[src/sv/waveform_frame_cell_offset_correct_assert.svh]
// ============================================================================
// Assertion macros for the cell offset correction block
// Clocked assertion shorthands on clk, disabled while rst_n is low.
// ============================================================================
`ifndef WAVEFORM_FRAME_CELL_OFFSET_CORRECT_ASSERT_SVH
`define WAVEFORM_FRAME_CELL_OFFSET_CORRECT_ASSERT_SVH

// Consequent must hold in the same cycle as the antecedent.
`define WFCOC_ASSERT_NOW(label, ante, cons, msg) \
    label: assert property (@(posedge clk) disable iff (!rst_n) (ante) |-> (cons)) \
        else $error(msg);

// Consequent must hold in the cycle after the antecedent.
`define WFCOC_ASSERT_NEXT(label, ante, cons, msg) \
    label: assert property (@(posedge clk) disable iff (!rst_n) (ante) |=> (cons)) \
        else $error(msg);

`endif

[src/sv/wfcoc_pkg.sv]
// ============================================================================
// wfcoc_pkg
// Shared widths, command codes, defaults and record types.
// ============================================================================
package wfcoc_pkg;

    localparam int CELLS_DEF        = 1024;
    localparam int PACKETS_DEF      = 32;
    localparam int HEADER_BYTES_DEF = 8;
    localparam int CHANNELS_DEF     = 16;
    localparam int QUEUE_DEPTH_DEF  = 4;

    localparam int BYTE_W    = 8;
    localparam int ROW_W     = 10;
    localparam int TCHAN_W   = 4;
    localparam int OFFSET_W  = 16;
    localparam int RAW_W     = 16;
    localparam int STOP_W    = 16;
    localparam int CHANNEL_W = 4;
    localparam int INDEX_W   = 10;
    localparam int VALUE_W   = 17;

    localparam int OFFSET_BIAS = 8192;

    localparam logic CMD_FRAME = 1'b0;
    localparam logic CMD_TABLE = 1'b1;

    typedef struct packed {
        logic [CHANNEL_W-1:0] out_channel;
        logic [INDEX_W-1:0]   sample_index;
        logic [RAW_W-1:0]     raw;
    } sample_t;

    typedef struct packed {
        sample_t                     smp;
        logic signed [OFFSET_W-1:0]  offset;
    } entry_t;

endpackage

[src/sv/wfcoc_front.sv]
// ============================================================================
// wfcoc_front
// Frame tracking, stop cell capture, table write and lookup issue.
// ============================================================================
module wfcoc_front #(
    parameter int CELLS        = wfcoc_pkg::CELLS_DEF,
    parameter int PACKETS      = wfcoc_pkg::PACKETS_DEF,
    parameter int HEADER_BYTES = wfcoc_pkg::HEADER_BYTES_DEF,
    parameter int CHANNELS     = wfcoc_pkg::CHANNELS_DEF,
    localparam int CW          = $clog2(CELLS),
    localparam int AW          = $clog2(CHANNELS << CW)
) (
    input  logic                                 clk,
    input  logic                                 rst_n,
    input  logic                                 accept,
    input  logic                                 command,
    input  logic                                 frame_start,
    input  logic [wfcoc_pkg::BYTE_W-1:0]         frame_byte,
    input  logic [wfcoc_pkg::ROW_W-1:0]          table_row,
    input  logic [wfcoc_pkg::TCHAN_W-1:0]        table_channel,
    input  logic signed [wfcoc_pkg::OFFSET_W-1:0] table_offset,
    output logic                                 wr_en,
    output logic [AW-1:0]                        wr_addr,
    output logic [wfcoc_pkg::OFFSET_W-1:0]       wr_data,
    output logic                                 rd_en,
    output logic [AW-1:0]                        rd_addr,
    output logic                                 smp_valid,
    output wfcoc_pkg::sample_t                   smp
);

    localparam int PKT_LEN    = HEADER_BYTES + CELLS;
    localparam int OFW        = $clog2(PKT_LEN);
    localparam int PW         = $clog2(PACKETS + 1);
    localparam int KW         = PW - 1;
    localparam int HALF       = CELLS / 2;
    localparam int EVEN_COUNT = (CHANNELS + 1) / 2;
    localparam int RMW        = 6;

    localparam int STOP_EVEN_HI = 4;
    localparam int STOP_EVEN_LO = 5;
    localparam int STOP_ODD_HI  = 6;
    localparam int STOP_ODD_LO  = 7;

    // base row reduction: (stop + 1) mod CELLS by reciprocal multiply
    localparam int     X_W        = wfcoc_pkg::STOP_W + 1;
    localparam int     RCP_SHIFT  = X_W + CW + 1;
    localparam int     RCP_W      = 20;
    localparam int     PROD_W     = X_W + RCP_W;
    localparam int     Q_W        = X_W - CW + 1;
    localparam longint RCP        = (longint'(1) << RCP_SHIFT) / CELLS + 1;

    logic [PW-1:0]  pkt_reg,  pkt_next;
    logic [OFW-1:0] off_reg,  off_next;
    logic [wfcoc_pkg::STOP_W-1:0] stop_reg [2];
    logic [wfcoc_pkg::STOP_W-1:0] stop_next [2];
    logic [wfcoc_pkg::BYTE_W-1:0] hold_reg, hold_next;
    logic                         smp_valid_reg;
    wfcoc_pkg::sample_t           smp_reg, smp_next;

    logic [X_W-1:0]    x1_reg   [2];
    logic [PROD_W-1:0] prod_reg [2];
    logic [X_W-1:0]    x2_reg   [2];
    logic [X_W-1:0]    qc_reg   [2];
    logic [CW-1:0]     base_reg [2];

    logic           frame_acc;
    logic           table_acc;
    logic [PW-1:0]  pkt_eff;
    logic [OFW-1:0] off_eff;
    logic           done;
    logic           in_hdr;
    logic [OFW-1:0] d;
    logic [KW-1:0]  k;
    logic [CW-1:0]  j;
    logic           is_sample;
    logic [CW-1:0]  base_sel;
    logic [CW:0]    row_sum;
    logic [CW-1:0]  row;
    logic [RMW-1:0] k_half;
    logic [RMW-1:0] remap;

    always_comb
    begin
        frame_acc = accept && (command == wfcoc_pkg::CMD_FRAME);
        table_acc = accept && (command == wfcoc_pkg::CMD_TABLE);
        pkt_eff   = frame_start ? '0 : pkt_reg;
        off_eff   = frame_start ? '0 : off_reg;
        done      = (pkt_eff == PW'(PACKETS));
        in_hdr    = (off_eff < OFW'(HEADER_BYTES));
        d         = off_eff - OFW'(HEADER_BYTES);
        k         = pkt_eff[PW-1:1];
        j         = CW'(d >> 1) + (pkt_eff[0] ? CW'(HALF) : CW'(0));
        is_sample = frame_acc && !done && !in_hdr && d[0] && (k < CHANNELS);

        base_sel = k[0] ? base_reg[1] : base_reg[0];
        row_sum  = (CW+1)'(base_sel) + (CW+1)'(j);
        row      = (row_sum >= (CW+1)'(CELLS)) ? CW'(row_sum - (CW+1)'(CELLS))
                                               : CW'(row_sum);

        k_half = RMW'(k >> 1);
        remap  = k[0] ? (RMW'(CHANNELS - 1) - k_half) : (RMW'(EVEN_COUNT - 1) - k_half);

        // advance the frame position; hold it once the frame is complete
        pkt_next = pkt_reg;
        off_next = off_reg;
        if (frame_acc && !done)
        begin
            if (off_eff == OFW'(PKT_LEN - 1))
            begin
                off_next = '0;
                pkt_next = pkt_eff + PW'(1);
            end
            else
            begin
                off_next = off_eff + OFW'(1);
                pkt_next = pkt_eff;
            end
        end

        stop_next[0] = stop_reg[0];
        stop_next[1] = stop_reg[1];
        if (frame_acc && !done && (pkt_eff == '0))
        begin
            case (off_eff)
                OFW'(STOP_EVEN_HI): stop_next[0] = {frame_byte, stop_reg[0][7:0]};
                OFW'(STOP_EVEN_LO): stop_next[0] = {stop_reg[0][15:8], frame_byte};
                OFW'(STOP_ODD_HI):  stop_next[1] = {frame_byte, stop_reg[1][7:0]};
                OFW'(STOP_ODD_LO):  stop_next[1] = {stop_reg[1][15:8], frame_byte};
                default:            ;
            endcase
        end

        hold_next = hold_reg;
        if (frame_acc)
        begin
            if (!done && !in_hdr && !d[0])
            begin
                hold_next = frame_byte;
            end
            else if (frame_start)
            begin
                hold_next = '0;
            end
        end

        smp_next.out_channel  = wfcoc_pkg::CHANNEL_W'(remap);
        smp_next.sample_index = wfcoc_pkg::INDEX_W'(j);
        smp_next.raw          = {hold_reg, frame_byte};
    end

    always_ff @(posedge clk or negedge rst_n)
    begin
        if (!rst_n)
        begin
            pkt_reg       <= '0;
            off_reg       <= '0;
            stop_reg[0]   <= '0;
            stop_reg[1]   <= '0;
            hold_reg      <= '0;
            smp_valid_reg <= 1'b0;
        end
        else
        begin
            pkt_reg       <= pkt_next;
            off_reg       <= off_next;
            stop_reg[0]   <= stop_next[0];
            stop_reg[1]   <= stop_next[1];
            hold_reg      <= hold_next;
            smp_valid_reg <= is_sample;
        end
    end

    always_ff @(posedge clk)
    begin
        if (is_sample)
        begin
            smp_reg <= smp_next;
        end
        for (int l = 0; l < 2; l++)
        begin
            x1_reg[l]   <= X_W'(stop_reg[l]) + X_W'(1);
            prod_reg[l] <= PROD_W'(X_W'(stop_reg[l]) + X_W'(1)) * PROD_W'(RCP);
            x2_reg[l]   <= x1_reg[l];
            qc_reg[l]   <= X_W'(prod_reg[l][RCP_SHIFT +: Q_W] * CELLS);
            base_reg[l] <= CW'(x2_reg[l] - qc_reg[l]);
        end
    end

    assign wr_en   = table_acc && (table_row < CELLS) && (table_channel < CHANNELS);
    assign wr_addr = (AW'(table_channel) << CW) | AW'(CW'(table_row));
    assign wr_data = table_offset;
    assign rd_en   = is_sample;
    assign rd_addr = (AW'(k) << CW) | AW'(row);
    assign smp_valid = smp_valid_reg;
    assign smp       = smp_reg;

endmodule

[config.mk]
export PLATFORM = sky130hd
export DESIGN_NAME = wfcoc_front
export DESIGN_NICKNAME = d
export VERILOG_FILES = /design/src/sv/waveform_frame_cell_offset_correct_assert.svh /design/src/sv/wfcoc_pkg.sv /design/src/sv/wfcoc_front.sv
export SDC_FILE = /design/constraint.sdc
export NUM_CORES = 1
export LEC_CHECK = 0
export BUFFER_PORTS_ARGS = -buffer_cell sky130_fd_sc_hd__buf_2
export CORE_MARGIN = 10
export CORE_UTILIZATION = 40
export DETAILED_ROUTE_END_ITERATION = 8
export PLACE_DENSITY_LB_ADDON = 0.12
export SLEW_MARGIN = 20
export SYNTH_ARGS = -nofsm -noshare
export SYNTH_HDL_FRONTEND = slang
export SYNTH_SLANG_ARGS = --single-unit
export TNS_END_PERCENT = 50
[constraint.sdc]
create_clock -name clk -period 9.85 [get_ports clk]
set_clock_uncertainty 0.15 [all_clocks]
set_input_delay 0.985 -clock clk [delete_from_list [all_inputs] [get_ports clk]]
set_output_delay 0.985 -clock clk [all_outputs]
set_load 0.05 [all_outputs]
==> flow_summary.ini <==
[run_status]
run_status = finished clean

[clock_network]
cts_buffer_depth = 2
cts.sinks = 136
cts_resized = 0
htree_levels = 4
cts_buffers = 17
clk_pin_slew_ns = 0.05
postCtsSetupBuffers = 0
worstSkewPairLatency_ns = 0.41
cts_root_buf = clkbuf_16
cts_tree = yes
cts_hold_buf = 0

[detailed_routing]
drc = 0
wl_um = 11500
drt_first_pass_iters = 4
drt-initial-drc-count = 217
post_drt_via_cell_ratio = 4.89
postRouteAntennaNets = 0
routedWlPerCell_um = 16.3
vias = 3441

[setup_path]
path_class = input pin to output pin
cpPeakStageDelay_ns = 0.46
cp.required_ns = 8.72
cpMaxStageDelayCell = buf_2
crit_chain = buf_2 -> nor2b_1 -> buf_4 -> mux2_2 -> ha_1 -> fa_1 -> a21oi_1 -> o21ai_0 -> o31ai_1 -> a21boi_0 -> buf_2
crit_top_cell = buf_2
end_kind = output pin
crit_path_start_kind = input pin
r2r_slack_ns = 7.15
path_max_fanout = 34
r2r_cells = 5
cp.arrival_ns = 3.95

[placement]
io_buffers = 59
globalplace.congestion = 0.854
dpl.hpwl_um = 8200

[synthesis]
synthFlopType = dfxtp_1
synthCells = 467
syn-cell-area_sq_mm = 0.00558
async_flop_share_pct = 33.8
avgSynthCellArea_sq_um = 11.9
synth.distinct_cells = 49
synth-seq-cells = 136
synth_edf_count = 30
yosysWarnings = 0
syn_nets = 529
ys_seq_area_share_pct = 58.3

[floorplanning]
dieArea_sq_mm = 0.0191
core_area_sq_mm = 0.0138
die_y_um = 138
die_w_um = 138
std_cell_rows = 43
ios = 120
initial_core_util_pct = 40.5

[timing]
setup_viol = 0
fin_setup_tns_ns = 0
finalCriticalPeriod_ns = 5.08
slew_headroom_pct = 54.9
drv_slew = 0
period_share_pct = 51.6
final_hold_viol_count = 0
rsz0062_at_grt = false
tightestPinTransition_ns = 0.675
fmax_mhz = 197

[cells_and_area]
diodes = 0
syn2layout_area_growth_pct = 15.8
finalNetCount = 573
most-common-layout-cells = dfxtp_1, buf_2, dfrtp_1
drive_gt1_share_pct = 24.4
final_common_cell = dfxtp_1
largest_register_ffs = 30
final_util_pct = 46.9
n_fill_cell = 1313

[worst_hold_path]
min_path_cells = 0
min_path_type = flip-flop to flip-flop

[power_and_ir_drop]
vdd.ir_drop.worst_uv = 125
power_mw = 1.31
power_density_mw_per_mm2 = 202
p_leak_nw = 2.87

[global_routing]
grt_pass1_wl_um = 19200
first_global_vias = 3639
grt_usage_pct = 12.3
gr-total-overflow = 0
grt_max_degree = 47
grt_antenna_before_repair = 0

[flow_run]
drv_cap = 0
[power breakdown]
group          total (mW)  internal, mW  switching [mW]
logic               0.107        0.0323          0.0744
clock network       0.603         0.362           0.240
registers           0.596         0.588         0.00796
[final timing paths]
kind | endpoint | from
max | rd_addr[6] | frame_start
min | base_reg[0][15] | x2_reg[0][22]
max reg2reg | stop_reg[6] | off_reg[7]
min reg2reg | base_reg[0][15] | x2_reg[0][22]
max in group asynchronous | stop_reg[21] | rst_n
min in group asynchronous | off_reg[9] | rst_n
[routing by layer]
metal  part of all wire [%]  track usage [%]  vias up
li1                       -                -     1679
met1                     45             14.6     1661
met2                     48             19.5       80
met3                    6.2             5.79       21
met4                    1.1             3.72        0
met5                      0                0        -
[stage by stage]
stage | worst slack (ns) | std cells | hold WS [ns] | area, sq um
2_1_floorplan | 2.14 | 467 | 0.160 | 5580
3_3_place_gp | 4.79 | 672 | 0.160 | 5880
3_5_place_dp | 4.74 | 672 | 0.162 | 5890
4_1_cts | 4.72 | 704 | 0.176 | 6460
5_1_grt | 4.45 | 704 | 0.175 | 6460
6_report | 4.77 | 704 | 0.176 | 6460
[synthesized netlist by cell type, drive strengths merged, types with 2 or more instances]
| master | number | share of area [%] |
|---|---|---|
| nand3 | 17 | 1.5 |
| edfxtp | 30 | 16 |
| nor2b | 11 | 1.2 |
| and2 | 3 | 0.34 |
| a41oi | 3 | 0.47 |
| nor3 | 4 | 0.54 |
| a21oi | 8 | 0.72 |
| xor2 | 15 | 2.4 |
| nor2 | 22 | 1.5 |
| dfxtp | 60 | 22 |
| nand4 | 4 | 0.45 |
| xnor2 | 18 | 2.8 |
| o31ai | 7 | 0.94 |
| buf | 32 | 4.2 |
| a31oi | 2 | 0.22 |
| nand2b | 9 | 1.0 |
| nand2 | 36 | 2.4 |
| mux2i | 11 | 2.0 |
| or3 | 3 | 0.34 |
| dfrtp | 46 | 21 |
| and4 | 3 | 0.47 |
| and3 | 7 | 0.78 |
| mux2 | 27 | 5.4 |
| inv | 20 | 1.3 |
| nor3b | 4 | 0.94 |
| o21ai | 23 | 2.1 |
| clkbuf | 6 | 0.40 |
| ha | 18 | 4.0 |
[worst max-delay path: cells and delay by family]
family	cells	cell delay (ns)
compound gates	4	0.94
fa+ha+maj	2	0.64
buf+inv	3	0.98
simple gates	1	0.10
mux	1	0.29
[cell families after synthesis]
kind of cell,share of synthesized area (%)
flip-flops,58.3
AND/OR/NAND/NOR,12.2
buffers and inverters,5.97
AO/OA/AOI/OAI,6.53
multiplexers,7.42
XOR/XNOR,5.18
adder cells (fa/ha/maj),4.40
[cell type report]
type / count / area [sq um] / share of cell area [%]
Sequential cell: 136 / 3250 / 50.3
Multi-Input combinational cell: 273 / 2000 / 31.0
Clock buffer: 23 / 499 / 7.73
Timing Repair Buffer: 63 / 328 / 5.07
Tap cell: 180 / 225 / 3.49
Clock inverter: 9 / 76.3 / 1.18
Inverter: 20 / 75.1 / 1.16
Note: power is estimated with default switching activity, not from simulation.
