[config.mk]
export PLATFORM = sky130hd
export DESIGN_NAME = wfcoc_queue
export DESIGN_NICKNAME = d
export VERILOG_FILES = /design/src/sv/waveform_frame_cell_offset_correct_assert.svh /design/src/sv/wfcoc_pkg.sv /design/src/sv/wfcoc_queue.sv
export SDC_FILE = /design/constraint.sdc
export NUM_CORES = 1
export LEC_CHECK = 0
export BUFFER_PORTS_ARGS = -buffer_cell sky130_fd_sc_hd__buf_4
export CELL_PAD_IN_SITES_DETAIL_PLACEMENT = 0
export CELL_PAD_IN_SITES_GLOBAL_PLACEMENT = 1
export CORE_UTILIZATION = 50
export DETAILED_ROUTE_END_ITERATION = 10
export GPL_ROUTABILITY_DRIVEN = 1
export PLACE_DENSITY_LB_ADDON = 0.1
export SYNTH_ARGS = -nofsm -noshare
export SYNTH_HDL_FRONTEND = slang
export SYNTH_SLANG_ARGS = --single-unit
[constraint.sdc]
create_clock -name clk -period 2.87 [get_ports clk]
set_input_delay 0.1435 -clock clk [delete_from_list [all_inputs] [get_ports clk]]
set_output_delay 0.1435 -clock clk [all_outputs]
set_load 0.05 [all_outputs]
[src/sv/waveform_frame_cell_offset_correct_assert.svh]
// ============================================================================
// Assertion macros for the cell offset correction block
// Clocked assertion shorthands on clk, disabled while rst_n is low.
// ============================================================================
`ifndef WAVEFORM_FRAME_CELL_OFFSET_CORRECT_ASSERT_SVH
`define WAVEFORM_FRAME_CELL_OFFSET_CORRECT_ASSERT_SVH

// Consequent must hold in the same cycle as the antecedent.
`define WFCOC_ASSERT_NOW(label, ante, cons, msg) \
    label: assert property (@(posedge clk) disable iff (!rst_n) (ante) |-> (cons)) \
        else $error(msg);

// Consequent must hold in the cycle after the antecedent.
`define WFCOC_ASSERT_NEXT(label, ante, cons, msg) \
    label: assert property (@(posedge clk) disable iff (!rst_n) (ante) |=> (cons)) \
        else $error(msg);

`endif

[src/sv/wfcoc_pkg.sv]
// ============================================================================
// wfcoc_pkg
// Shared widths, command codes, defaults and record types.
// ============================================================================
package wfcoc_pkg;

    localparam int CELLS_DEF        = 1024;
    localparam int PACKETS_DEF      = 32;
    localparam int HEADER_BYTES_DEF = 8;
    localparam int CHANNELS_DEF     = 16;
    localparam int QUEUE_DEPTH_DEF  = 4;

    localparam int BYTE_W    = 8;
    localparam int ROW_W     = 10;
    localparam int TCHAN_W   = 4;
    localparam int OFFSET_W  = 16;
    localparam int RAW_W     = 16;
    localparam int STOP_W    = 16;
    localparam int CHANNEL_W = 4;
    localparam int INDEX_W   = 10;
    localparam int VALUE_W   = 17;

    localparam int OFFSET_BIAS = 8192;

    localparam logic CMD_FRAME = 1'b0;
    localparam logic CMD_TABLE = 1'b1;

    typedef struct packed {
        logic [CHANNEL_W-1:0] out_channel;
        logic [INDEX_W-1:0]   sample_index;
        logic [RAW_W-1:0]     raw;
    } sample_t;

    typedef struct packed {
        sample_t                     smp;
        logic signed [OFFSET_W-1:0]  offset;
    } entry_t;

endpackage

[src/sv/wfcoc_queue.sv]
// ============================================================================
// wfcoc_queue
// Short register queue of looked-up samples between front and back.
// ============================================================================
module wfcoc_queue #(
    parameter int DEPTH = wfcoc_pkg::QUEUE_DEPTH_DEF,
    localparam int PTR_W = $clog2(DEPTH),
    localparam int CNT_W = $clog2(DEPTH + 1)
) (
    input  logic                clk,
    input  logic                rst_n,
    input  logic                push,
    input  wfcoc_pkg::entry_t   push_data,
    input  logic                pop,
    output wfcoc_pkg::entry_t   pop_data,
    output logic                empty,
    output logic [CNT_W-1:0]    count
);

    wfcoc_pkg::entry_t mem_reg [DEPTH];
    logic [PTR_W-1:0]  wr_ptr_reg, wr_ptr_next;
    logic [PTR_W-1:0]  rd_ptr_reg, rd_ptr_next;
    logic [CNT_W-1:0]  count_reg,  count_next;

    always_comb
    begin
        wr_ptr_next = wr_ptr_reg;
        rd_ptr_next = rd_ptr_reg;
        count_next  = count_reg;
        if (push)
        begin
            wr_ptr_next = (wr_ptr_reg == PTR_W'(DEPTH - 1)) ? '0 : wr_ptr_reg + PTR_W'(1);
        end
        if (pop)
        begin
            rd_ptr_next = (rd_ptr_reg == PTR_W'(DEPTH - 1)) ? '0 : rd_ptr_reg + PTR_W'(1);
        end
        if (push && !pop)
        begin
            count_next = count_reg + CNT_W'(1);
        end
        else if (pop && !push)
        begin
            count_next = count_reg - CNT_W'(1);
        end
    end

    always_ff @(posedge clk or negedge rst_n)
    begin
        if (!rst_n)
        begin
            wr_ptr_reg <= '0;
            rd_ptr_reg <= '0;
            count_reg  <= '0;
        end
        else
        begin
            wr_ptr_reg <= wr_ptr_next;
            rd_ptr_reg <= rd_ptr_next;
            count_reg  <= count_next;
        end
    end

    always_ff @(posedge clk)
    begin
        if (push)
        begin
            mem_reg[wr_ptr_reg] <= push_data;
        end
    end

    assign pop_data = mem_reg[rd_ptr_reg];
    assign empty    = (count_reg == '0);
    assign count    = count_reg;

endmodule

==> metrics.csv, run 1 <==
metric,value,unit
Die Ht,121,um
# setup viols final,0,
DRC,0,
crit path kind,register to output port,
XOR/XNOR Fraction of Synth Area,0.373,%
average wire per standard cell,19.6,um
worst-case clock buffer depth,2,
post-route minimum period,2.45,ns
max frequency,408,MHz
CTS HTree Levels,4,
layout cells sized above 1,42.4,%
FF+latch area,5710,um^2
routability cong.,0.699,
post-synthesis mux area share,15.2,%
Cells after Synth,276,
Die Width,121,um
port bufs,99,
NumNets Final,499,
drt first pass iters,4,
GRT Overall Usage,18.4,%
CTS tree,done,
Synth Area in Simple Gates,0.693,%
r2r endpoint,mem_reg[3][12],
"Critical Path, Cell by Cell",buf_12 > mux4_2 > buf_4,
"Cell Area, Synth",7040,um^2
post-route setup TNS,0,ns
max reg flops,184,
worst slew pin tran,0.665,ns
Crit path largest cell delay,0.87,ns
Fin. Hold Viols,0,
RSZ-0062 raised after global routing,false,
area share of fa/ha/maj cells after synthesis,1.35,%
# Post-CTS Setup Buffers,0,
Synth cell types,18,
Pwr per Cell Area,1100,nW/um^2
initial core utilization,52.1,%
Synth Area in Compound Gates,0.142,%
post-CTS sizing,0,
antenna violations before repair,0,
row count,42,
overall power,0.0101,W
remaining global-route overflow,0,
Worst EP arrival,2.31,ns
outcome,completed,
Worst R2R Start,wr_ptr_reg[0],
Max-slew headroom,55.7,%
antenna diode count,0,
Post-DRT Antenna Nets,0,
# fillers,870,
syn avg cell area,25.5,um^2
Leakage,3.21,nW
CP endpoint kind,output port,
root buf cell,clkbuf_16,
Synth Register Bits,191,
syn nets,333,
critical path peak fanout,31,
final period utilization,85.5,%
Setup crit start kind,register,
Skew-Pair Late Insertion Delay,0.42,ns
clk_skew,0.00726,ns
worst reg2reg path depth,3,
hold_buf cts,49,
Sink Count,191,
Core ar.,13500,um^2
Total Die Area,14600,um^2
WP data required,2.73,ns
area of the multi-input gates,1250,um^2
Yosys Warn Count,0,
largest net degree at the start of global routing,39,
number of buffers created by CTS,17,
worst min-delay path class,input pin to async pin,
P&R area growth vs syn,29.8,%
max_cap viols,0,
vias,3276,
post-DP HPWL,7360,um
clk slew on worst S/H paths,0.07,ns
via density per instance,5.19,
first-pass GRT wire length,19100,um
IO Count,100,
vias in the first global route,3503,
register area share after synthesis,81.0,%
Final Max Slew Viols,0,
initial DRC count,228,
largest family of logic cells by synthesized area,multiplexers,
Max IR drop VDD,0.566,mV
R2R Setup Slk,1.08,ns
"Slowest-stage cell, CP",dfrtp_4,
"wirelength, routed",12400,um
[cell type report]
cell class              instances  share of cell area [%]
flip-flops and latches        191                    62.5
repair buffers                157                    14.8
multi-input cells              71                    13.7
clock buffers                  19                    4.74
well taps                     176                    2.41
clock inverters                13                    1.70
inverters                       4                   0.164
[placed cells by master, fill, tap and decap left out, drive strengths merged, types with 3 or more instances in the layout]
cell type and n:
edfxtp 184, buf 108, dlygate4sd3 49, mux4 46, clkbuf 19, inv 9
dfrtp 7, ha 6, clkinv 5, and2 4, mux2 3, nor2 3
[worst max-delay path by stage]
| stage | start | end | slack, ns | cells past startpoint |
|---|---|---|---|---|
| finish | rd_ptr_reg[0] | pop_data[5] | 0.42 | 3 |
| global route | rd_ptr_reg[0] | pop_data[21] | 0.26 | 3 |
| CTS | rd_ptr_reg[0] | pop_data[4] | 0.33 | 3 |
| detailed placement | rd_ptr_reg[0] | pop_data[4] | 0.80 | 3 |
| global placement | rd_ptr_reg[0] | pop_data[9] | 0.81 | 3 |
| floorplan | wr_ptr_reg[0] | mem_reg[0][0] | 0.74 | 3 |
[metrics by stage]
step	instances	hold slack [ns]	setup slack (ns)	area, um^2	utilization, %
4_1_cts	631	0.0596	0.331	9140	67.6
3_5_place_dp	550	-0.0296	0.804	8060	59.7
3_3_place_gp	550	-0.0313	0.813	8060	59.7
5_1_grt	631	0.0589	0.265	9140	67.6
6_report	631	0.0853	0.416	9140	67.6
2_1_floorplan	276	-0.152	0.736	7040	-
[cells by family (layout without fill, tap and decap cells)]
family,Yosys count,in the layout
AOI/OAI and AO/OA,2,2
xor gates and xnor gates,3,3
adders and majority gates,7,7
buffers and inverters,14,193
DFF,191,191
muxes,49,49
and+or+nand+nor,10,10
[cell usage after synthesis]
library cell | instances | area (um^2)
edfxtp_1 | 184 | 5530
xnor2_1 | 1 | 8.76
nor2_1 | 3 | 11.3
nand2_1 | 2 | 7.51
buf_4 | 2 | 15.0
inv_1 | 4 | 15.0
nor3_1 | 1 | 5.00
buf_2 | 4 | 20.0
o21ai_0 | 2 | 10.0
mux4_2 | 46 | 1040
xor2_1 | 2 | 17.5
dfrtp_1 | 7 | 175
mux2_2 | 3 | 33.8
clkbuf_1 | 1 | 3.75
ha_1 | 6 | 75.1
buf_6 | 3 | 33.8
fa_1 | 1 | 20.0
and2_1 | 4 | 25.0
[layer usage]
metal,up-vias,part of all wire [%],GRT usage (%)
met5,-,0,0
li1,1505,-,-
met4,0,0.69,6.02
met2,89,49,29.4
met3,6,5.1,5.19
met1,1676,46,24.5
[critical path, delay by kind of cell, from the launching register on]
family | cells | cell delay, ns
multiplexers | 1 | 0.53
buffers and inverters | 2 | 0.49
flip-flops | 1 | 0.87
[report_power, final]
| group | switching [W] | internal (W) | total (W) |
|---|---|---|---|
| clock | 0.00101 | 0.00130 | 0.00231 |
| combinational | 0.00241 | 0.00145 | 0.00386 |
| sequential | 0.000334 | 0.00358 | 0.00392 |
| total | 0.00375 | 0.00634 | 0.0101 |
(Power assumes the default switching activity.)
==> run 2, diff against run 1 <==
--- a/config.mk
+++ b/config.mk
@@ -5,13 +5,16 @@
 export SDC_FILE = /design/constraint.sdc
 export NUM_CORES = 1
 export LEC_CHECK = 0
+export ABC_CLOCK_PERIOD_IN_PS = 2870
 export BUFFER_PORTS_ARGS = -buffer_cell sky130_fd_sc_hd__buf_4
 export CELL_PAD_IN_SITES_DETAIL_PLACEMENT = 0
 export CELL_PAD_IN_SITES_GLOBAL_PLACEMENT = 1
 export CORE_UTILIZATION = 50
 export DETAILED_ROUTE_END_ITERATION = 10
 export GPL_ROUTABILITY_DRIVEN = 1
+export MAX_ROUTING_LAYER = met4
 export PLACE_DENSITY_LB_ADDON = 0.1
 export SYNTH_ARGS = -nofsm -noshare
 export SYNTH_HDL_FRONTEND = slang
 export SYNTH_SLANG_ARGS = --single-unit
+export TNS_END_PERCENT = 50
==> run 2 against run 1 <==
Effect of this change: design area unchanged; power unchanged; flip-flop and latch count is the same; critical path type unchanged; maximum frequency fell by 0.15%; die area unchanged; combinational power about the same; highest routed layer unchanged; count of clock-buffer cells in the layout unchanged.
==> metrics.csv, run 2 (synthesized netlist as in run 1, its figures left out) <==
metric,value,unit
outcome,completed,
# Post-CTS Setup Buffers,0,
# setup viols final,0,
post-route minimum period,2.46,ns
via density per instance,5.21,
Fin. Hold Viols,0,
largest net degree at the start of global routing,39,
port bufs,99,
IO Count,100,
Core ar.,13500,um^2
Worst EP arrival,2.31,ns
Setup crit start,rd_ptr_reg[0],
Setup crit start kind,register,
Sink Count,191,
Leakage,3.21,nW
RSZ-0062 raised after global routing,false,
routability cong.,0.707,
vias in the first global route,3494,
worst min-delay path class,input pin to async pin,
average wire per standard cell,19.6,um
number of buffers created by CTS,17,
Comb power frac,38.3,%
net load switching power,0.00375,W
max reg flops,184,
worst slew pin tran,0.661,ns
post-DP HPWL,7360,um
drt first pass iters,4,
max_cap viols,0,
GRT Overall Usage,18.9,%
final period utilization,85.6,%
worst reg2reg path depth,3,
worst hold slack,0.0732,ns
Placement Setup Slack,0.804,ns
post-route setup TNS,0,ns
initial DRC count,223,
clk slew on worst S/H paths,0.06,ns
Total Die Area,14600,um^2
Max IR drop VDD,0.566,mV
layout cells sized above 1,42.4,%
CP endpoint kind,output port,
crit path kind,register to output port,
r2r endpoint,mem_reg[3][23],
Die Width,121,um
max frequency,407,MHz
DRC,0,
most frequent cells in the layout,"184 x edfxtp_1, 104 x buf_4, 49 x dlygate4sd3_1",
critical path peak fanout,31,
"commonest non-fill, non-tap cell in the layout",edfxtp_1,
P&R area growth vs syn,29.8,%
first-pass GRT wire length,19000,um
worst-case clock buffer depth,2,
Pwr per Cell Area,1100,nW/um^2
CTS HTree Levels,4,
Max-slew headroom,56.0,%
root buf cell,clkbuf_16,
row count,42,
final worst slack,0.413,ns
antenna violations before repair,0,
Skew-Pair Late Insertion Delay,0.42,ns
CTS tree,done,
Post-DRT Antenna Nets,0,
Switching Fraction,37.2,%
"wirelength, routed",12400,um
Die Ht,121,um
hold_buf cts,49,
Placement Cell Area,8060,um^2
fin util,67.6,%
Clk pwr share,22.9,%
clk_skew,0.00612,ns
antenna diode count,0,
P_int,0.00634,W
crit path to,pop_data[5],
register share of total power,38.8,%
"Design Area, Final",9140,um^2
Worst R2R Start,wr_ptr_reg[0],
remaining global-route overflow,0,
initial core utilization,52.1,%
NumNets Final,499,
vias,3286,
R2R Setup Slk,1.08,ns
WP data required,2.73,ns
Final Max Slew Viols,0,
post-CTS sizing,0,
[run 2: cell counts in the layout (fill, tap and decap cells not counted)]
No cell type changed its count.
[run 2: final cells by class]
class                           instances  area [um^2]
Tap cell                              176          220
Timing Repair Buffer                  157         1350
Clock inverter                         13          155
Fill cell                             870         4370
Inverter                                4         15.0
Clock buffer                           19          433
Multi-Input combinational cell         71         1250
Sequential cell                       191         5710
[run 2: how the worst min path moves through the flow]
stage / depth (start not counted) / start / end
global placement: 1 / rst_n / wr_ptr_reg[1]
CTS: 2 / rst_n / wr_ptr_reg[1]
floorplan: 0 / rst_n / count[0]
finish: 2 / rst_n / count[2]
detailed placement: 1 / rst_n / wr_ptr_reg[1]
global route: 2 / rst_n / wr_ptr_reg[1]
[run 2: per-stage QoR]
step	total power (W)	instances
5_1_grt	0.0105	631
4_1_cts	0.0102	631
2_1_floorplan	0.00673	276
3_3_place_gp	0.00781	550
6_report	0.0101	631
3_5_place_dp	0.00785	550
[run 2: critical path, stage by stage, from the launching register on]
cell and delay, ns:
dfrtp_4 0.86, buf_12 0.28, mux4_2 0.53, buf_4 0.21
[run 2: per-layer routing]
layer	wire, um	GRT usage, %	vias to the layer above
met2	5970	29.4	88
met4	143	6.02	0
met5	0	-	-
met3	641	5.19	13
li1	-	-	1504
met1	5610	24.5	1681
[run 2: power groups by stage]
stage | Sequential [W] | Clock (W) | Combinational (W)
after detailed placement | 0.00399 | 0 | 0.00385
after global placement | 0.00397 | 0 | 0.00383
final | 0.00391 | 0.00231 | 0.00386
after CTS | 0.00394 | 0.00236 | 0.00392
after floorplan | 0.00382 | 0 | 0.00291
after global routing | 0.00398 | 0.00247 | 0.00403
==> run 3, diff against run 2 <==
--- a/config.mk
+++ b/config.mk
@@ -7,9 +7,9 @@
 export LEC_CHECK = 0
 export ABC_CLOCK_PERIOD_IN_PS = 2870
 export BUFFER_PORTS_ARGS = -buffer_cell sky130_fd_sc_hd__buf_4
-export CELL_PAD_IN_SITES_DETAIL_PLACEMENT = 0
-export CELL_PAD_IN_SITES_GLOBAL_PLACEMENT = 1
-export CORE_UTILIZATION = 50
+export CELL_PAD_IN_SITES_DETAIL_PLACEMENT = 1
+export CELL_PAD_IN_SITES_GLOBAL_PLACEMENT = 2
+export CORE_UTILIZATION = 44
 export DETAILED_ROUTE_END_ITERATION = 10
 export GPL_ROUTABILITY_DRIVEN = 1
 export MAX_ROUTING_LAYER = met4
==> run 3 against run 2 <==
Effect of this change: combinational power rose by 5%; highest routed layer unchanged; final cell count rose by 5.9%; design area rose by 0.26%; critical path type unchanged; wire length rose by 7.4%; critical path depth did not move; largest power group is now combinational cells; clock skew barely moved; via count rose by 1.1%; count of clock-buffer cells in the layout fell by 2; maximum frequency rose by 10%; first-iteration DRC count fell by 13%.
==> metrics.csv, run 3 (synthesized netlist as in run 1, its figures left out) <==
metric,value,unit
Clk pwr share,22.0,%
port bufs,99,
initial DRC count,194,
vias in the first global route,3708,
via density per instance,4.97,
# fillers,1353,
Worst EP arrival,2.08,ns
"commonest non-fill, non-tap cell in the layout",edfxtp_1,
RSZ-0062 raised after global routing,false,
Skew-Pair Late Insertion Delay,0.42,ns
layout cells sized above 1,41.6,%
Leakage,3.21,nW
number of buffers created by CTS,17,
Switching Fraction,37.2,%
DRC,0,
max_cap viols,0,
Max IR drop VDD,0.492,mV
P_int,0.00631,W
drt first pass iters,4,
"Design Area, Final",9160,um^2
row count,45,
IO Count,100,
Comb power frac,40.3,%
P&R area growth vs syn,30.1,%
max frequency,449,MHz
largest net degree at the start of global routing,39,
post-DP HPWL,8140,um
# setup viols final,0,
Setup crit start kind,register,
CTS tree,done,
worst-case clock buffer depth,2,
post-route minimum period,2.23,ns
clk_skew,0.00646,ns
final period utilization,77.6,%
antenna diode count,0,
critical path peak fanout,14,
worst slew pin tran,0.534,ns
first-pass GRT wire length,20300,um
worst min-delay path class,input pin to async pin,
register share of total power,37.7,%
routability cong.,0.723,
clk slew on worst S/H paths,0.07,ns
Sink Count,191,
net load switching power,0.00374,W
Max-slew headroom,64.4,%
vias,3321,
crit path kind,register to output port,
remaining global-route overflow,0,
Total Die Area,16500,um^2
antenna violations before repair,0,
"wirelength, routed",13300,um
Placement Cell Area,8120,um^2
CTS HTree Levels,4,
WP data required,2.73,ns
initial core utilization,45.6,%
worst hold slack,0.0795,ns
GRT Overall Usage,17.9,%
Final Max Slew Viols,0,
average wire per standard cell,19.9,um
Die Ht,128,um
root buf cell,clkbuf_16,
Fin. Hold Viols,0,
NumNets Final,501,
CP endpoint kind,output port,
Core ar.,15400,um^2
max reg flops,184,
Post-DRT Antenna Nets,0,
Pwr per Cell Area,1100,nW/um^2
Die Width,128,um
most frequent cells in the layout,"184 x edfxtp_1, 106 x buf_4, 49 x dlygate4sd3_1",
post-route setup TNS,0,ns
outcome,completed,
post-CTS sizing,0,
## run 3: layout make-up
| class | count | area (um^2) | area share, % |
|---|---|---|---|
| Clock buffer | 17 | 425 | 4.64 |
| Clock inverter | 15 | 128 | 1.39 |
| Inverter | 4 | 15.0 | 0.164 |
| Multi-Input combinational cell | 71 | 1250 | 13.7 |
| Sequential cell | 191 | 5710 | 62.3 |
| Tap cell | 211 | 264 | 2.88 |
| Timing Repair Buffer | 159 | 1370 | 14.9 |
## run 3: stage by stage
step | instances | worst slack, ns | power (W) | utilization, %
final | 668 | 0.643 | 0.0100 | 59.4
after global routing | 668 | 0.534 | 0.0104 | 59.4
after CTS | 668 | 0.583 | 0.0102 | 59.4
after detailed placement | 587 | 1.05 | 0.00792 | 52.6
after global placement | 587 | 1.05 | 0.00787 | 52.6
after floorplan | 276 | 0.736 | 0.00673 | -
## run 3: path summary, 6_finish.rpt
path                            slack (ns)          start  depth (start not counted)              to
worst max-delay path                  0.64  rd_ptr_reg[0]                          3    pop_data[29]
worst min-delay path                  0.08          rst_n                          2   rd_ptr_reg[0]
worst max register to register        1.11  wr_ptr_reg[0]                          4  mem_reg[2][18]
worst min register to register        0.52       count[2]                          1        count[2]
max in group asynchronous             2.64          rst_n                          2   rd_ptr_reg[0]
min in group clk                      0.46  push_data[41]                          2  mem_reg[0][41]
## run 3: power by group through the flow
| stage | Sequential [W] | Clock [W] | Combinational, W |
|---|---|---|---|
| 5_1_grt | 0.00384 | 0.00234 | 0.00427 |
| 4_1_cts | 0.00380 | 0.00227 | 0.00414 |
| 3_5_place_dp | 0.00385 | 0 | 0.00407 |
| 2_1_floorplan | 0.00382 | 0 | 0.00291 |
| 3_3_place_gp | 0.00382 | 0 | 0.00404 |
| 6_report | 0.00379 | 0.00222 | 0.00405 |
## run 3: repair_timing
action / 4_1_cts / 5_1_grt
endpoints found under the hold margin: 194 / 0
hold buffers: 49 / 0
buffers inserted: 0 / 0
## run 3: layer usage
metal	wire length [um]	GRT usage (%)	vias to the layer above
met5	0	-	-
met1	5610	21.9	1718
met2	6800	28.9	86
li1	-	-	1498
met3	645	4.49	19
met4	208	7.06	0
## run 3: critical path, stage by stage, from the launching register on
cell,delay (ns)
dfrtp_4,0.56
buf_4,0.34
mux4_2,0.55
buf_4,0.21
