$ cat config.mk
export PLATFORM = sky130hd
export DESIGN_NAME = wfcoc_ram
export DESIGN_NICKNAME = d
export VERILOG_FILES = /design/src/sv/waveform_frame_cell_offset_correct_assert.svh /design/src/sv/wfcoc_ram.sv
export SDC_FILE = /design/constraint.sdc
export NUM_CORES = 1
export LEC_CHECK = 0
export ABC_AREA = 1
export BUFFER_PORTS_ARGS = -buffer_cell sky130_fd_sc_hd__buf_2
export CAP_MARGIN = 20
export CORE_MARGIN = 8
export CORE_UTILIZATION = 56
export DETAILED_ROUTE_END_ITERATION = 10
export PLACE_DENSITY = 0.79
export SYNTH_ARGS = -nofsm -noshare
export SYNTH_HDL_FRONTEND = slang
export SYNTH_SLANG_ARGS = --single-unit
$ cat constraint.sdc
create_clock -name clk -period 1.9 [get_ports clk]
set_clock_uncertainty 0.15 [all_clocks]
set_input_delay 0.38 -clock clk [delete_from_list [all_inputs] [get_ports clk]]
set_output_delay 0.38 -clock clk [all_outputs]
set_load 0.03 [all_outputs]
$ cat src/sv/waveform_frame_cell_offset_correct_assert.svh
// ============================================================================
// Assertion macros for the cell offset correction block
// Clocked assertion shorthands on clk, disabled while rst_n is low.
// ============================================================================
`ifndef WAVEFORM_FRAME_CELL_OFFSET_CORRECT_ASSERT_SVH
`define WAVEFORM_FRAME_CELL_OFFSET_CORRECT_ASSERT_SVH

// Consequent must hold in the same cycle as the antecedent.
`define WFCOC_ASSERT_NOW(label, ante, cons, msg) \
    label: assert property (@(posedge clk) disable iff (!rst_n) (ante) |-> (cons)) \
        else $error(msg);

// Consequent must hold in the cycle after the antecedent.
`define WFCOC_ASSERT_NEXT(label, ante, cons, msg) \
    label: assert property (@(posedge clk) disable iff (!rst_n) (ante) |=> (cons)) \
        else $error(msg);

`endif

$ cat src/sv/wfcoc_ram.sv
// ============================================================================
// wfcoc_ram
// Generic single-write, single-read RAM with registered read data.
// ============================================================================
module wfcoc_ram #(
    parameter int WIDTH = 16,
    parameter int DEPTH = 16,
    localparam int AW   = $clog2(DEPTH)
) (
    input  logic             clk,
    input  logic             wr_en,
    input  logic [AW-1:0]    wr_addr,
    input  logic [WIDTH-1:0] wr_data,
    input  logic             rd_en,
    input  logic [AW-1:0]    rd_addr,
    output logic [WIDTH-1:0] rd_data
);

    logic [WIDTH-1:0] mem_reg [DEPTH];
    logic [WIDTH-1:0] rd_data_reg;

    always_ff @(posedge clk)
    begin
        if (wr_en)
        begin
            mem_reg[wr_addr] <= wr_data;
        end
        if (rd_en)
        begin
            rd_data_reg <= mem_reg[rd_addr];
        end
    end

    assign rd_data = rd_data_reg;

endmodule

==> summary.md, run 1 <==
| Metric | Value |
|---|---|
| Htree depth | `1` |
| Fin. Hold Viols | `0` |
| Final worst path period need | `about 1.8 ns` |
| Clk buf depth | `3` |
| Syn nets | `1,101` |
| CTS buffer count | `28` |
| Detail Route Antenna Nets | `0` |
| Starting Density | `0.570` |
| Avg Inst Size Synth | `10.7 um^2` |
| EDFF count, synth | `about 270` |
| Rel. slew slack | `0.457` |
| FF-to-FF setup slack | `0.61 ns` |
| Row count | `52` |
| Fraction of registers with async set/reset | `0` |
| Setup CP Type | `reg -> out` |
| DRC Markers | `0` |
| Most frequent cells after synthesis | `nand2_1 (341), edfxtp_1 (272), inv_1 (196), nand3_1 (193), buf_2 (19)` |
| Area contributors post-synth | `edfxtp_1 (71%), nand2_1 (11%), nand3_1 (8.4%)` |
| Layout cells sized above 1 | `0.125` |
| Slowest stage delay, CP | `approximately 0.47 ns` |
| Endpoint type of the worst setup path | `output pin` |
| Cts repair resizes | `0` |
| Clk_lat worst skew | `approximately 0.54 ns` |
| DIE HEIGHT | `160 um` |
| CP startpoint kind | `register` |
| Outcome | `finished clean` |
| Final #Nets | `1,171` |
| Minimum hold slack | `approximately 0.062 ns` |
| GRT Total Usage | `0.211` |
| Worst-path cell chain | `buf_2` |
| Area of the core | `~20,000 um^2` |
| Number of global-route vias before repair | `slightly below 8k` |
| Ports | `43` |
| First-pass GRT wire length | `between 40,000 and 50,000 um` |
| Number of I/O port buffers | `42` |
| Largest delay contributor family on the critical path | `flip-flops` |
| Top FF cell, synth | `edfxtp_1` |
| Max reg flops | `approximately 260` |
| Setup Buffers After CTS | `0` |
| Period utilization | `0.926` |
| Vias per cell | `~5.4` |
| DPL Wire Length | `approximately 16,000 um` |
| Syn Std Cell Area | `11,500 um^2` |
| Post-synth top area cell | `edfxtp_1` |
| Slew Limit Fails | `0` |
| Pwr dens | `973 nW/um^2` |
| Required time worst endpoint | `between 1 and 1.5 ns` |
| Grt ovf | `0` |
| CTS root buffer | `clkbuf_16` |
| Global placement routability congestion | `approximately 0.87` |
| Crit-path max FO | `1` |
| CTS Hold Bufs | `0` |
| Number of max-cap violations | `0` |
| Setup TNS | `0 ns` |
| Initial DRC count | `between 700 and 800` |
| Synth unique cells | `12` |
| Vias | `roughly 7.7k` |
| Clk pin slew, worst setup/hold paths | `approximately 0.06 ns` |
| Clk sinks | `around 270` |
| Post-Synthesis Cells | `between 1k and 1.5k` |
| TritonCTS clock tree | `yes` |
| Setup violators final | `0` |
| DRT Pass-1 Iters | `6` |
| Synth top area share | `0.708` |
| Worst Tran Pin Value | `~0.8 ns` |
| Fmax | `around 570 MHz` |
| Hold Path Class | `in -> reg` |
| DIE WIDTH | `160 um` |
| Leakage power | `5.66 nW` |
| Synth warnings | `0` |
| Number of synthesized register bits | `around 270` |
| DR WL/cell | `approximately 19 um` |
| Initial antenna violation count | `1` |
| Register area share after synthesis | `0.708` |
| VDD IR max | `about 0.76 mV` |
| Synthesis-to-layout area growth | `14.3%` |
| RSZ-0062 raised after global routing | `no` |
| Worst Path Arrival | `about 1.2 ns` |
| Area of the die | `about 25,000 um^2` |
| CP max-delay cell | `edfxtp_1` |
| Buf/Inv on CP | `1` |
| Count leader, synth | `nand2_1` |
| Routed WL | `about 27,000 um` |
| FILL cells | `1,474` |
| Largest net degree at the start of global routing | `81` |
==> metrics by stage <==
| step | cell area, um^2 | setup WS, ns | power, mW | std cells | util |
|---|---|---|---|---|---|
| after global routing | 13200 | 0.114 | 13.2 | 1437 | 0.652 |
| final | 13200 | 0.140 | 12.8 | 1437 | 0.652 |
| after global placement | 12300 | 0.118 | 7.74 | 1384 | 0.609 |
| after CTS | 13200 | 0.125 | 12.9 | 1436 | 0.652 |
| after detailed placement | 12300 | 0.0771 | 7.77 | 1384 | 0.609 |
| after floorplan | 11500 | 0.0704 | 7.43 | 1074 | - |
==> routing by layer <==
metal,track usage,up-vias,share of wire
met5,0,-,0
met4,0.0712,0,0.032
met3,0.0380,75,0.099
met2,0.353,391,0.49
met1,0.272,3655,0.38
li1,-,3619,-
==> cells in the final DEF, fill, tap and decap left out <==
cell type	synthesis	routed
nand2_1	341	341
edfxtp_1	272	272
inv_1	196	196
nand3_1	193	193
buf_2	19	41
buf_4	18	40
clkbuf_16	0	28
nor2_2	0	16
buf_12	0	10
clkinv_1	0	8
clkbuf_1	10	7
clkinv_2	0	5
nand3b_1	2	2
bufinv_16	0	2
clkinvlp_4	0	2
diode_2	0	1
inv_2	2	1
nor2_1	17	1
clkinv_8	0	1
==> power by group <==
part | switching (mW) | internal (mW)
combinational | 0.605 | 0.244
sequential | 0.0418 | 6.76
clock | 2.21 | 2.98
==> logic make-up after synthesis <==
| logic type | synth area share |
|---|---|
| AND/OR/NAND/NOR | 0.201 |
| flip-flops | 0.708 |
| buffers and inverters | 0.0909 |
==> cell type report <==
type	count	area [um^2]	share of cell area
antenna	1	2.50	0.000190
timing repair buffer	91	706	0.0535
sequential	272	8170	0.619
tap	270	338	0.0256
inverter	198	744	0.0564
multi-input combinational	553	2360	0.179
clock inverter	17	141	0.0107
clock buffer	35	727	0.0551
==> path summary, 6_finish.rpt <==
check                  from              end  cells after the start
max              rd_data[5]       rd_data[5]                      1
min reg2reg  mem_reg[10][4]       rd_data[4]                      6
max reg2reg   mem_reg[0][6]       rd_data[6]                      6
min             wr_data[10]  mem_reg[14][10]                      1
Note: power is estimated with default switching activity, not from simulation.
==> run 2, diff against run 1 <==
Settings changed: BUFFER_PORTS_ARGS -buffer_cell sky130_fd_sc_hd__buf_2 to -buffer_cell sky130_fd_sc_hd__buf_4, CORE_MARGIN 8 to not set, CORE_UTILIZATION 56 to 66, PLACE_DENSITY 0.79 to 0.87.
Clock period 1.9 ns to 2.2 ns, I/O delays scaled along.
==> run 2 against run 1 <==
First-iteration DRC count up 33%. Critical path depth unchanged. Final area shrank 0.83%. Sequential share of layout area up 0.52 points. Combinational power decreased by 10%. Via count increased by 3.8%. Largest cell class unchanged. Global-route usage grew 11 points. Count of clock-buffer cells in the layout stayed put. Flip-flop and latch count stayed put. Largest power group unchanged.
==> summary.md, run 2 (same netlist as run 1, synthesis figures left out) <==
| Metric | Value |
|---|---|
| Outcome | `finished clean (unchanged)` |
| Ports | `43 (unchanged)` |
| Starting Density | `0.686 (was 0.570)` |
| DRT Pass-1 Iters | `5 (was 6)` |
| Fin. Hold Viols | `0 (unchanged)` |
| Detail Route Antenna Nets | `0 (unchanged)` |
| Leakage power | `5.64 nW (was 5.66 nW)` |
| Hold Path Class | `in -> reg (unchanged)` |
| Final worst path period need | `approximately 1.8 ns` |
| DIE HEIGHT | `134 um (was 160 um)` |
| Final #Nets | `1,166 (was 1,171)` |
| RSZ-0062 raised after global routing | `no (unchanged)` |
| DIE WIDTH | `134 um (was 160 um)` |
| Synthesis-to-layout area growth | `13.3% (was 14.3%)` |
| Most common cell after layout, fill and taps aside | `nand2_1 (unchanged)` |
| Buf/Inv on CP | `1 (unchanged)` |
| Clk_lat worst skew | `0.53 ns (was 0.54 ns)` |
| DRC Markers | `0 (unchanged)` |
| Rel. slew slack | `0.639 (was 0.457)` |
| First-pass GRT wire length | `42,000 um (was 42,100 um)` |
| Worst Path Arrival | `1.19 ns (was 1.23 ns)` |
| Largest delay contributor family on the critical path | `flip-flops (unchanged)` |
| Endpoint type of the worst setup path | `output pin (unchanged)` |
| Setup Buffers After CTS | `0 (unchanged)` |
| CP startpoint kind | `register (unchanged)` |
| Area of the core | `16,800 um^2 (was 20,200 um^2)` |
| Worst-path cell chain | `buf_4 (was buf_2)` |
| DR WL/cell | `19.8 um (was 18.8 um)` |
| Setup TNS | `0 ns (unchanged)` |
| Initial antenna violation count | `0 (was 1)` |
| Period utilization | `0.807` |
| Worst Tran Pin Value | `0.541 ns (was 0.814 ns)` |
| Pwr dens | `838 nW/um^2 (was 973 nW/um^2)` |
| Area of the die | `18,000 um^2 (was 25,500 um^2)` |
| Most frequent cells in the layout | `nand2_1 (341), edfxtp_1 (272), inv_1 (196) (unchanged)` |
| Htree depth | `1 (unchanged)` |
| Fmax | `about 560 MHz` |
| Number of max-cap violations | `0 (unchanged)` |
| Grt ovf | `0 (unchanged)` |
| Number of I/O port buffers | `42 (unchanged)` |
| Row count | `47 (was 52)` |
| Clk buf depth | `3 (unchanged)` |
| Slew Limit Fails | `0 (unchanged)` |
| TritonCTS clock tree | `yes (unchanged)` |
| Slowest stage delay, CP | `0.45 ns (was 0.47 ns)` |
| Initial DRC count | `1,005 (was 753)` |
| VDD IR max | `0.745 mV (was 0.756 mV)` |
| Largest net degree at the start of global routing | `73 (was 81)` |
| Clk pin slew, worst setup/hold paths | `0.06 ns (about the same)` |
| GRT Total Usage | `0.317 (was 0.211)` |
| FF-to-FF setup slack | `0.90 ns (was 0.61 ns)` |
| Global placement routability congestion | `0.831 (was 0.868)` |
| Routed WL | `27,300 um (was 27,000 um)` |
| DPL Wire Length | `16,000 um (was 15,900 um)` |
| Power Total | `11.0 mW (was 12.8 mW)` |
| Clk sinks | `272 (unchanged)` |
| CTS root buffer | `clkbuf_16 (unchanged)` |
| Setup violators final | `0 (unchanged)` |
| Required time worst endpoint | `1.61 ns (was 1.37 ns)` |
| CP max-delay cell | `edfxtp_1 (unchanged)` |
| Crit-path max FO | `1 (unchanged)` |
| Vias | `8,033 (was 7,740)` |
| Setup CP Type | `reg -> out (unchanged)` |
| Vias per cell | `5.83 (was 5.39)` |
| CTS buffer count | `27 (was 28)` |
| Number of global-route vias before repair | `7,844 (was 7,695)` |
| Max reg flops | `256 (unchanged)` |
| Cts repair resizes | `0 (unchanged)` |
| FILL cells | `978 (was 1,474)` |
| Layout cells sized above 1 | `0.119 (was 0.125)` |
| CTS Hold Bufs | `0 (unchanged)` |
## run 2: metrics by stage
stage / hold WS, ns / setup WS (ns) / util / area [um^2] / instances
floorplan: 0.389 / 0.310 / - / 11500 / 1074
global placement: 0.553 / 0.390 / 0.729 / 12300 / 1330
detailed placement: 0.582 / 0.308 / 0.729 / 12300 / 1330
CTS: 0.0466 / 0.410 / 0.778 / 13100 / 1376
global route: 0.0543 / 0.403 / 0.778 / 13100 / 1376
finish: 0.0620 / 0.425 / 0.778 / 13100 / 1377
## run 2: final cells by class
class                           count  area, um^2  area share
Clock inverter                     11         105     0.00803
Timing Repair Buffer               87         716      0.0547
Tap cell                          220         275      0.0210
Multi-Input combinational cell    553        2360       0.181
Clock buffer                       35         706      0.0539
Antenna cell                        1        2.50    0.000191
Sequential cell                   272        8170       0.624
Inverter                          198         744      0.0569
## run 2: report_power, final
group	internal [mW]	switching [mW]
Combinational	0.231	0.532
Clock	2.48	1.84
Sequential	5.84	0.0402
Total	8.55	2.41
## run 2: final timing paths
kind	from	endpoint	cells past startpoint
worst max-delay path	rd_data[13]	rd_data[13]	1
worst min-delay path	wr_data[8]	mem_reg[7][8]	1
worst max register to register	mem_reg[13][5]	rd_data[5]	6
worst min register to register	mem_reg[7][9]	rd_data[9]	6
## run 2: routing by layer
metal	track usage	wire length, um
met1	0.419	10100
met5	0	0
met4	0.140	1020
met3	0.0548	2890
met2	0.522	13300
==> run 3, diff against run 2 <==
Settings changed: ABC_AREA 1 to 0, CORE_UTILIZATION 66 to 61, PLACE_DENSITY 0.87 to 0.82.
Clock period 2.2 ns to 1.85 ns, I/O delays scaled along.
==> run 3 against run 2 <==
Worst setup slack got worse by 0.28 ns. Core utilization decreased by 2.3 points. Count of clock-buffer cells in the layout fell by 3. Die area shrank 4.3%. Flip-flop and latch count stayed put.
==> summary.md, run 3 <==
| Metric | Value |
|---|---|
| CTS buffer count | `26 (was 27)` |
| Rel. slew slack | `0.784 (was 0.639)` |
| Setup violators final | `0 (unchanged)` |
| Synth warnings | `0 (unchanged)` |
| DRC Markers | `0 (unchanged)` |
| FF-to-FF setup slack | `0.15 ns (was 0.90 ns)` |
| Htree depth | `1 (unchanged)` |
| Initial DRC count | `618 (was 1,005)` |
| Minimum hold slack | `0.0240 ns (was 0.0620 ns)` |
| Outcome | `finished clean (unchanged)` |
| Number of I/O port buffers | `42 (unchanged)` |
| Pwr dens | `1060 nW/um^2 (was 838 nW/um^2)` |
| Routed WL | `22,000 um (was 27,300 um)` |
| Count leader, synth | `edfxtp_1 (was nand2_1)` |
| FILL cells | `874 (was 978)` |
| Fin. Hold Viols | `0 (unchanged)` |
| Period utilization | `0.920` |
| Final Instance Area | `12,200 um^2 (was 13,100 um^2)` |
| Post-Synthesis Cells | `432 (was 1,074)` |
| Fmax | `~590 MHz` |
| Starting Density | `0.633 (was 0.686)` |
| Syn nets | `459 (was 1,101)` |
| Syn Std Cell Area | `10,200 um^2 (was 11,500 um^2)` |
| Final #Nets | `553 (was 1,166)` |
| Worst Path Arrival | `1.81 ns (was 1.19 ns)` |
| Clk_lat worst skew | `0.51 ns (was 0.53 ns)` |
| Global placement routability congestion | `0.714 (was 0.831)` |
| Fraction of registers with async set/reset | `0 (unchanged)` |
| CTS Hold Bufs | `12 (was 0)` |
| Required time worst endpoint | `1.95 ns (was 1.61 ns)` |
| Number of global-route vias before repair | `5,181 (was 7,844)` |
| Worst Tran Pin Value | `0.323 ns (was 0.541 ns)` |
| Largest net degree at the start of global routing | `25 (was 73)` |
| RSZ-0062 raised after global routing | `no (unchanged)` |
| TritonCTS clock tree | `yes (unchanged)` |
| Hold Path Class | `in -> reg (unchanged)` |
| CP startpoint kind | `register (unchanged)` |
| Inst Count DP | `702 (was 1,330)` |
| Setup CP Type | `reg -> reg (was reg -> out)` |
| Endpoint type of the worst setup path | `register (was output pin)` |
| Register area share after synthesis | `0.800 (was 0.708)` |
| CTS root buffer | `clkbuf_16 (unchanged)` |
| Area contributors post-synth | `edfxtp_1 (80%), mux4_2 (12%), mux4_1 (2.6%) (was edfxtp_1 (71%), nand2_1 (11%), nand3_1 (8.4%))` |
| Avg Inst Size Synth | `23.6 um^2 (was 10.7 um^2)` |
| Grt ovf | `0 (unchanged)` |
| VDD IR max | `0.770 mV (was 0.745 mV)` |
| Clk buf depth | `3 (unchanged)` |
| Synth top area share | `0.800 (was 0.708)` |
| Fin util | `0.755 (was 0.778)` |
| Ports | `43 (unchanged)` |
| Cts repair resizes | `0 (unchanged)` |
| Non-filler cells, final | `758 (was 1,377)` |
| EDFF count, synth | `272 (unchanged)` |
| Number of synthesized register bits | `272 (unchanged)` |
| Most frequent cells in the layout | `edfxtp_1 (272), buf_4 (56), mux4_2 (54) (was nand2_1 (341), edfxtp_1 (272), inv_1 (196))` |
| Clk pin slew, worst setup/hold paths | `0.06 ns (about the same)` |
| Row count | `46 (was 47)` |
| Slew Limit Fails | `0 (unchanged)` |
| Synth unique cells | `18 (was 12)` |
| Synthesis-to-layout area growth | `19.2% (was 13.3%)` |
| Layout cells sized above 1 | `0.328 (was 0.119)` |
| Clk sinks | `272 (unchanged)` |
| Top FF cell, synth | `edfxtp_1 (unchanged)` |
| Area of the die | `17,200 um^2 (was 18,000 um^2)` |
| Initial antenna violation count | `0 (unchanged)` |
| Most frequent cells after synthesis | `edfxtp_1 (272), mux4_2 (54), a22oi_1 (32), nand2_1 (17), nor2_1 (13) (was nand2_1 (341), edfxtp_1 (272), inv_1 (196), nand3_1 (193), buf_2 (19))` |
| Vias | `4,992 (was 8,033)` |
| Setup Buffers After CTS | `0 (unchanged)` |
| Number of max-cap violations | `0 (unchanged)` |
| Final worst path period need | `approximately 1.7 ns` |
| DR WL/cell | `29.0 um (was 19.8 um)` |
| Leakage power | `3.99 nW (was 5.64 nW)` |
| Area of the core | `16,100 um^2 (was 16,800 um^2)` |
| DPL Wire Length | `11,700 um (was 16,000 um)` |
| First-pass GRT wire length | `32,500 um (was 42,000 um)` |
| DRT Pass-1 Iters | `5 (unchanged)` |
| Post-synth top area cell | `edfxtp_1 (unchanged)` |
| Crit-path max FO | `1 (unchanged)` |
| Detail Route Antenna Nets | `0 (unchanged)` |
| Max reg flops | `256 (unchanged)` |
| DIE HEIGHT | `131 um (was 134 um)` |
| Most common cell after layout, fill and taps aside | `edfxtp_1 (was nand2_1)` |
| GRT Total Usage | `0.265 (was 0.317)` |
| Vias per cell | `6.59 (was 5.83)` |
| Placed cell areas | `11,200 um^2 (was 12,300 um^2)` |
| DIE WIDTH | `131 um (was 134 um)` |
| Ant diodes | `0 (was 1)` |
==> run 3: changes by cell type after synthesis, moves of 4 or more <==
cell,before,now
nand3_1,193,1
mux4_2,0,54
nand2_1,341,17
buf_4,18,3
buf_2,19,3
a22oi_1,0,32
nor3_1,0,4
mux4_1,0,10
nor2_1,17,13
inv_1,196,0
==> run 3: cell type report <==
cell class              instances  area [um^2]  area share
multi-input cells             139         1980       0.163
flip-flops and latches        272         8170       0.671
clock buffers                  32          694      0.0571
repair buffers                 87          921      0.0757
clock inverters                12          129      0.0106
well taps                     216          270      0.0222
==> run 3: path summary, 6_finish.rpt <==
check / start / depth (start not counted) / endpoint
worst max-delay path: mem_reg[11][12] / 3 / rd_data[12]
worst min-delay path: wr_data[7] / 1 / mem_reg[8][7]
worst max register to register: mem_reg[11][12] / 3 / rd_data[12]
worst min register to register: mem_reg[14][9] / 3 / rd_data[9]
==> run 3: worst max-delay path: stages (launching register included) <==
cell and delay (ns):
edfxtp_1 0.42, mux4_2 0.52, a22oi_1 0.27, nand2_1 0.09
==> run 3: power breakdown <==
group | internal [mW] | switching (mW) | total [mW]
Clock | 3.05 | 2.09 | 5.14
Sequential | 6.94 | 0.0444 | 6.99
Combinational | 0.335 | 0.426 | 0.761
Total | 10.3 | 2.56 | 12.9
==> run 3: cells by family after synthesis <==
| family | Yosys count | synth area share |
|---|---|---|
| flip-flops | 272 | 0.800 |
| AO/OA/AOI/OAI | 32 | 0.0235 |
| multiplexers | 64 | 0.145 |
| buffers and inverters | 21 | 0.0121 |
| AND/OR/NAND/NOR | 43 | 0.0189 |
==> run 3: layer usage <==
metal / part of all wire / GRT usage / up-vias
li1: - / - / 2040
met1: 0.38 / 0.381 / 2562
met2: 0.49 / 0.423 / 332
met3: 0.097 / 0.0409 / 58
met4: 0.030 / 0.0911 / 0
met5: 0 / 0 / -
==> run 3: per-stage QoR <==
step	power (mW)	setup TNS, ns	setup slack, ns
4_1_cts	13.0	0	0.140
6_report	12.9	0	0.147
3_5_place_dp	7.85	-2.55	-0.227
2_1_floorplan	7.50	-9.44	-0.191
5_1_grt	13.2	0	0.0975
3_3_place_gp	7.81	-2.05	-0.152
